[config.mk]
export PLATFORM = sky130hd
export DESIGN_NAME = mbrpeb_chs_lane
export DESIGN_NICKNAME = d
export VERILOG_FILES = /design/src/rtl/mbrpeb_pkg.sv /design/src/rtl/mbrpeb_div_pipe.sv /design/src/rtl/mbrpeb_chs_lane.sv
export SDC_FILE = /design/constraint.sdc
export NUM_CORES = 2
export LEC_CHECK = 0
export BUFFER_PORTS_ARGS = -buffer_cell sky130_fd_sc_hd__buf_2
export CAP_MARGIN = 20
export CORE_MARGIN = 5
export CORE_UTILIZATION = 50
export CTS_CLUSTER_SIZE = 16
export DETAILED_ROUTE_END_ITERATION = 12
export PLACE_DENSITY_LB_ADDON = 0.3
export SYNTH_ARGS = -nofsm -noshare
export SYNTH_HDL_FRONTEND = slang
export SYNTH_SLANG_ARGS = --single-unit
[constraint.sdc]
create_clock -name clk -period 5.3 [get_ports clk]
set_input_delay 1.59 -clock clk [delete_from_list [all_inputs] [get_ports clk]]
set_output_delay 1.59 -clock clk [all_outputs]
set_load 0.005 [all_outputs]
[src/rtl/mbrpeb_pkg.sv]
`timescale 1ns / 1ps

package mbrpeb_pkg;

  // Field widths fixed by the entry format
  localparam int LBA_W    = 32;
  localparam int BYTE_W   = 8;
  localparam int CHS_W    = 24;
  localparam int CYL_W    = 10;
  localparam int SEC_W    = 7;
  localparam int IN_DW    = 2 * LBA_W;
  localparam int OUT_DW   = 2 * BYTE_W + 2 * CHS_W + 2 * LBA_W;

  // Lane depth: cylinder divider, spt reciprocal stage, CHS pack stage
  localparam int LANE_LAT = LBA_W + 2;

  // Geometry default: sectors per track
  localparam int SPT_DEFAULT = 63;

  // CHS clamp limits
  localparam logic [CYL_W-1:0]  CYL_MAX  = 10'd1023;
  localparam logic [BYTE_W-1:0] HEAD_MAX = 8'd254;
  localparam logic [SEC_W-1:0]  SEC_MAX  = 7'd63;
  localparam logic [SEC_W-1:0]  SEC_MIN  = 7'd1;

  // Configuration register map
  localparam int CFG_AW = 2;
  localparam logic [CFG_AW-1:0] REG_HEADS = 2'd0;
  localparam logic [CFG_AW-1:0] REG_BOOT  = 2'd1;
  localparam logic [CFG_AW-1:0] REG_TYPE  = 2'd2;

  // Register reset values
  localparam int                HEADS_RESET = 255;
  localparam logic [BYTE_W-1:0] BOOT_RESET  = 8'h00;
  localparam logic [BYTE_W-1:0] TYPE_RESET  = 8'h83;

endpackage

[src/rtl/mbrpeb_div_pipe.sv]
`timescale 1ns / 1ps

// Pipelined restoring divider: one quotient bit per stage, DW stages.
module mbrpeb_div_pipe #(
  parameter int DW = 32,
  parameter int VW = 14
) (
  input  logic          clk,
  input  logic          en,
  input  logic [DW-1:0] dividend,
  input  logic [VW-1:0] divisor,
  output logic [DW-1:0] quotient,
  output logic [VW-1:0] remainder
);

  logic [VW-1:0] rem_r [DW];
  logic [DW-1:0] dq_r  [DW];   // remaining dividend bits shifted out, quotient bits shifted in

  for (genvar k = 0; k < DW; k++) begin : g_stage
    logic [VW-1:0] rem_prev;
    logic [DW-1:0] dq_prev;
    logic [VW:0]   trial;
    logic [VW:0]   diff;
    logic          ge;
    logic [VW-1:0] rem_nxt;
    logic [DW-1:0] dq_nxt;

    if (k == 0) begin : g_first
      assign rem_prev = '0;
      assign dq_prev  = dividend;
    end else begin : g_next
      assign rem_prev = rem_r[k-1];
      assign dq_prev  = dq_r[k-1];
    end

    assign trial   = {rem_prev, dq_prev[DW-1]};
    assign diff    = trial - {1'b0, divisor};
    assign ge      = (trial >= {1'b0, divisor});
    assign rem_nxt = ge ? diff[VW-1:0] : trial[VW-1:0];
    assign dq_nxt  = {dq_prev[DW-2:0], ge};

    always_ff @(posedge clk) begin
      if (en) begin
        rem_r[k] <= rem_nxt;
        dq_r[k]  <= dq_nxt;
      end
    end
  end

  assign quotient  = dq_r[DW-1];
  assign remainder = rem_r[DW-1];

endmodule

[src/rtl/mbrpeb_chs_lane.sv]
`timescale 1ns / 1ps

// One LBA -> packed CHS lane; registers advance only while en is high.
module mbrpeb_chs_lane
  import mbrpeb_pkg::*;
#(
  parameter int SPT = SPT_DEFAULT
) (
  input  logic                                      clk,
  input  logic                                      en,
  input  logic [BYTE_W+$clog2(((SPT==0)?1:SPT)+1)-1:0] per_cyl,
  input  logic [LBA_W-1:0]                          lba,
  output logic [CHS_W-1:0]                          chs
);

  localparam int SPT_EFF = (SPT == 0) ? 1 : SPT;
  localparam int SPT_W   = $clog2(SPT_EFF + 1);
  localparam int PC_W    = BYTE_W + SPT_W;
  // reciprocal of spt; exact for every dividend below 2^PC_W
  localparam int REC_S   = PC_W + SPT_W;
  localparam int PROD_W  = PC_W + REC_S;
  localparam int REC_M   = ((1 << REC_S) + SPT_EFF - 1) / SPT_EFF;

  logic [LBA_W-1:0]  cyl_q;
  logic [PC_W-1:0]   rem_cyl;
  logic [PROD_W-1:0] head_prod;
  logic [PC_W-1:0]   head_nxt;
  logic [PC_W-1:0]   head_r;
  logic [PC_W-1:0]   rem_cyl_r;
  logic [CYL_W-1:0]  cyl_sat;
  logic [CYL_W-1:0]  cyl_r;
  logic [SPT_W-1:0]  rem_sec;
  logic [BYTE_W-1:0] head_sat;
  logic [SEC_W-1:0]  sec_raw;
  logic [SEC_W-1:0]  sec_sat;
  logic [BYTE_W-1:0] b1;
  logic [CHS_W-1:0]  chs_r;

  // lba / (heads * spt)
  mbrpeb_div_pipe #(.DW(LBA_W), .VW(PC_W)) u_div_cyl (
    .clk       (clk),
    .en        (en),
    .dividend  (lba),
    .divisor   (per_cyl),
    .quotient  (cyl_q),
    .remainder (rem_cyl)
  );

  // remainder / spt by reciprocal multiply
  assign head_prod = PROD_W'(rem_cyl) * PROD_W'(REC_M);
  assign head_nxt  = head_prod[PROD_W-1:REC_S];

  assign cyl_sat = (cyl_q > LBA_W'(CYL_MAX)) ? CYL_MAX : cyl_q[CYL_W-1:0];

  // sector index: only the low bits matter, the true value is below spt
  assign rem_sec = rem_cyl_r[SPT_W-1:0] - SPT_W'(head_r * SPT_EFF);

  always_comb begin
    head_sat = (head_r > PC_W'(HEAD_MAX)) ? HEAD_MAX : head_r[BYTE_W-1:0];
    sec_raw  = SEC_W'(rem_sec) + SEC_MIN;
    if (sec_raw > SEC_MAX) begin
      sec_sat = SEC_MAX;
    end else if (sec_raw < SEC_MIN) begin
      sec_sat = SEC_MIN;
    end else begin
      sec_sat = sec_raw;
    end
    b1 = {cyl_r[9:8], 6'd0} + BYTE_W'(sec_sat);
  end

  always_ff @(posedge clk) begin
    if (en) begin
      head_r    <= head_nxt;
      rem_cyl_r <= rem_cyl;
      cyl_r     <= cyl_sat;
      chs_r     <= {cyl_r[7:0], b1, head_sat};
    end
  end

  assign chs = chs_r;

endmodule

==> metrics.cfg <==
[clocking]
clock-sinks = 1521
postCtsResizedCells = 0
cts_buffer_depth = 3
insertion_delay_ps = 760
cts_setup_buffers = 0
cts_made_buffers = 160
cts.hold.buffers_added = 0
clk_pin_slew_ps = 60
ctsRootBufferMaster = clkbuf_16
ctsHtreeMaxLevel = 4
cts_tree = built

[floorplanning]
rows = 142
pin_count = 72
die_area_um2 = 159000
core_area_um2 = 150000
die_h_um = 399
start_util_pct = 50.4
die_x_um = 399

[worst_setup_path]
required_ps = 5820
startpoint_type = flop
r2r-start = u_div_cyl.rem_r[15][27]
arrival_ps = 5190
cp_max_fo = 5
cp-end-kind = flop
reg2reg_depth = 16
worstSetupPathType = flop to flop
regToRegEndpoint = head_r[8]
rrSetupSlack_ps = 630

[timing]
finalSetupViolCount = 0
slew_headroom_pct = 42.7
tns_ps = 0
fin_skew_ps = 22.7
hold_viol = 0
worst_slew_pin_slew_ps = 859
hold_ws_ps = 409
rsz0062_at_grt = false
finalCriticalPeriod_ps = 4670
slew_violations = 0
max_freq_mhz = 214
fin_crit_sh_pct = 88.2

[global_routing]
grt-ovfl-total = 0
antenna_found_initial = 0
grt_pass1_vias = 42900
grt_pass1_wl_um = 227000
grt_max_degree = 119
track_usage_pct = 17.9

[placement]
place.gp.congestion = 0.857
place.detailed.hpwl_um = 94400
portBuffers = 71
dpl_cell_area_um2 = 79100

[yosys]
synth_top_area_share_pct = 60.5
synth_area_leaders = edfxtp_1 60%, ha_1 8.8%, mux2_4 2.9%, xnor2_1 2.0%, nor2_1 1.8%
ys_seq_area_share_pct = 60.5
synth_edf_count = 1521
synth_warnings = 0
synth.net_count = 6006
ys_types = 82
yosys.area.top_type = edfxtp_1
ys.flop_type = edfxtp_1
ys_ff_latch = 1521
syn-instance-count = 5377
synth_area_um2 = 75600
synth_area_per_cell_um2 = 14.1
async_flop_share_pct = 0

[pwr]
power.density_nw_per_um2 = 625
swShare_pct = 33.9
p_seq_share_pct = 35.4
p_int_mw = 34.9
p_switching_mw = 17.9
combPwrFrac_pct = 43.4
ir_drop_mv = 0.831
clockPowerShare_pct = 21.2
total_leakage_power_nw = 32.2

[final_layout]
finish.utilization_pct = 56.3
syn_to_final_growth_pct = 11.7
diodes = 0
drive_gt1_share_pct = 14.4
fin_area_um2 = 84400
layout.nets = 6246
final_cell_mix = 1521 x edfxtp_1, 533 x ha_1, 366 x nor2_1
final_common_cell = edfxtp_1

[route]
wl_per_cell_um = 18.4
top_layer = met4
drt_iter0_drc = 2649
drc_errors = 0
ant_nets = 0
drt-total-wl_um = 143000
dr_wl_met2_um = 67500
vias_per_cell = 5.60
met1Wirelength_um = 63900
vias = 43400
first_pass_iters = 5
wl_met3_um = 6160

[min_path]
min_path_type = flop to flop
holdPathStages = 0
hold_path_end = u_div_cyl.dq_r[1][372]
hp-start = u_div_cyl.dq_r[1][339]

[run_status]
status = finished clean

[flow_run]
drv_cap = 0

per-layer routing:
| layer | vias to the layer above | GRT usage [%] |
|---|---|---|
| met5 | - | 0 |
| met4 | 0 | 6.92 |
| met3 | 332 | 3.15 |
| met2 | 895 | 29.7 |
| met1 | 21100 | 23.7 |
| li1 | 21100 | - |
state kept, by name, indices dropped and copies added (netlist names):
name / cells
u_div_cyl.dq_r: 1024
u_div_cyl.rem_r: 448
chs: 24
cyl_r: 10
head_r: 9
rem_cyl_r: 6
final cells by class:
class	count	area [um^2]
Fill cell	11900	65600
Sequential cell	1521	45700
Multi-Input combinational cell	3455	28100
Clock buffer	187	4210
Tap cell	2016	2520
Timing Repair Buffer	189	1670
Inverter	290	1090
Clock inverter	101	1080
kinds of logic (layout without fill, tap and decap cells):
family / Yosys count / count (layout) / share of synthesized area, %
compound gates: 1026 / 1026 / 9.80
xor+xnor: 228 / 228 / 2.64
fa+ha+maj: 582 / 582 / 10.1
buf+inv: 401 / 767 / 2.33
flops: 1521 / 1521 / 60.5
mux: 361 / 361 / 6.02
other cells: 1 / 1 / 0.00496
simple gates: 1257 / 1257 / 8.65
through the flow:
step / power, mW / instances / setup slack, ps
2_1_floorplan: 36.7 / 5377 / 770
4_1_cts: 53.1 / 7758 / 604
6_report: 52.7 / 7759 / 628
3_3_place_gp: 40.9 / 7470 / 511
5_1_grt: 56.5 / 7759 / 285
3_5_place_dp: 41.6 / 7470 / 497
synthesized netlist by cell type (24+ instances only):
cell type	count
a2111oi_0	48
a211oi_1	33
a21boi_0	55
a21boi_2	24
a21o_1	108
a21oi_1	185
a31oi_1	59
and2_1	32
and4_1	27
buf_6	26
clkbuf_1	44
edfxtp_1	1521
fa_1	48
ha_1	533
inv_1	289
mux2_1	80
mux2_2	77
mux2_4	147
mux2i_1	57
nand2_1	239
nand2b_1	92
nand3_1	97
nand3b_1	24
nand4_1	92
nor2_1	366
nor2b_1	74
nor3_1	43
nor4_1	36
o21ai_0	184
o21ai_1	73
o31ai_1	27
or2_2	52
xnor2_1	175
xor2_1	53
critical path, cell delays in order, from the launching register on:
cell and delay [ps]:
edfxtp_1 480, ha_1 240, ha_1 190, fa_1 480, inv_1 50, fa_1 490
inv_1 50, ha_1 280, ha_1 290, ha_1 200, or3_1 390, a211oi_1 240
o21bai_1 190, a41oi_1 370, o21ai_1 140, o21a_1 200, and2_1 150
worst max-delay path by stage:
stage                                       start                       to  slack (ps)
after global placement                 per_cyl[1]    u_div_cyl.rem_r[1][9]         510
final                     u_div_cyl.rem_r[15][27]                head_r[8]         630
after floorplan                        per_cyl[1]  u_div_cyl.rem_r[14][20]         770
after global routing      u_div_cyl.rem_r[15][16]                head_r[8]         290
after CTS                 u_div_cyl.rem_r[15][27]                head_r[8]         600
after detailed placement               per_cyl[1]    u_div_cyl.rem_r[1][3]         500
power by group through the flow:
stage               Combinational (mW)  Sequential, mW  Clock (mW)
global placement                  22.0            18.9           0
global route                      25.6            18.8        12.1
CTS                               22.9            18.7        11.5
finish                            22.9            18.6        11.2
detailed placement                22.7            18.9           0
floorplan                         18.6            18.0           0
(Power assumes the default switching activity.)
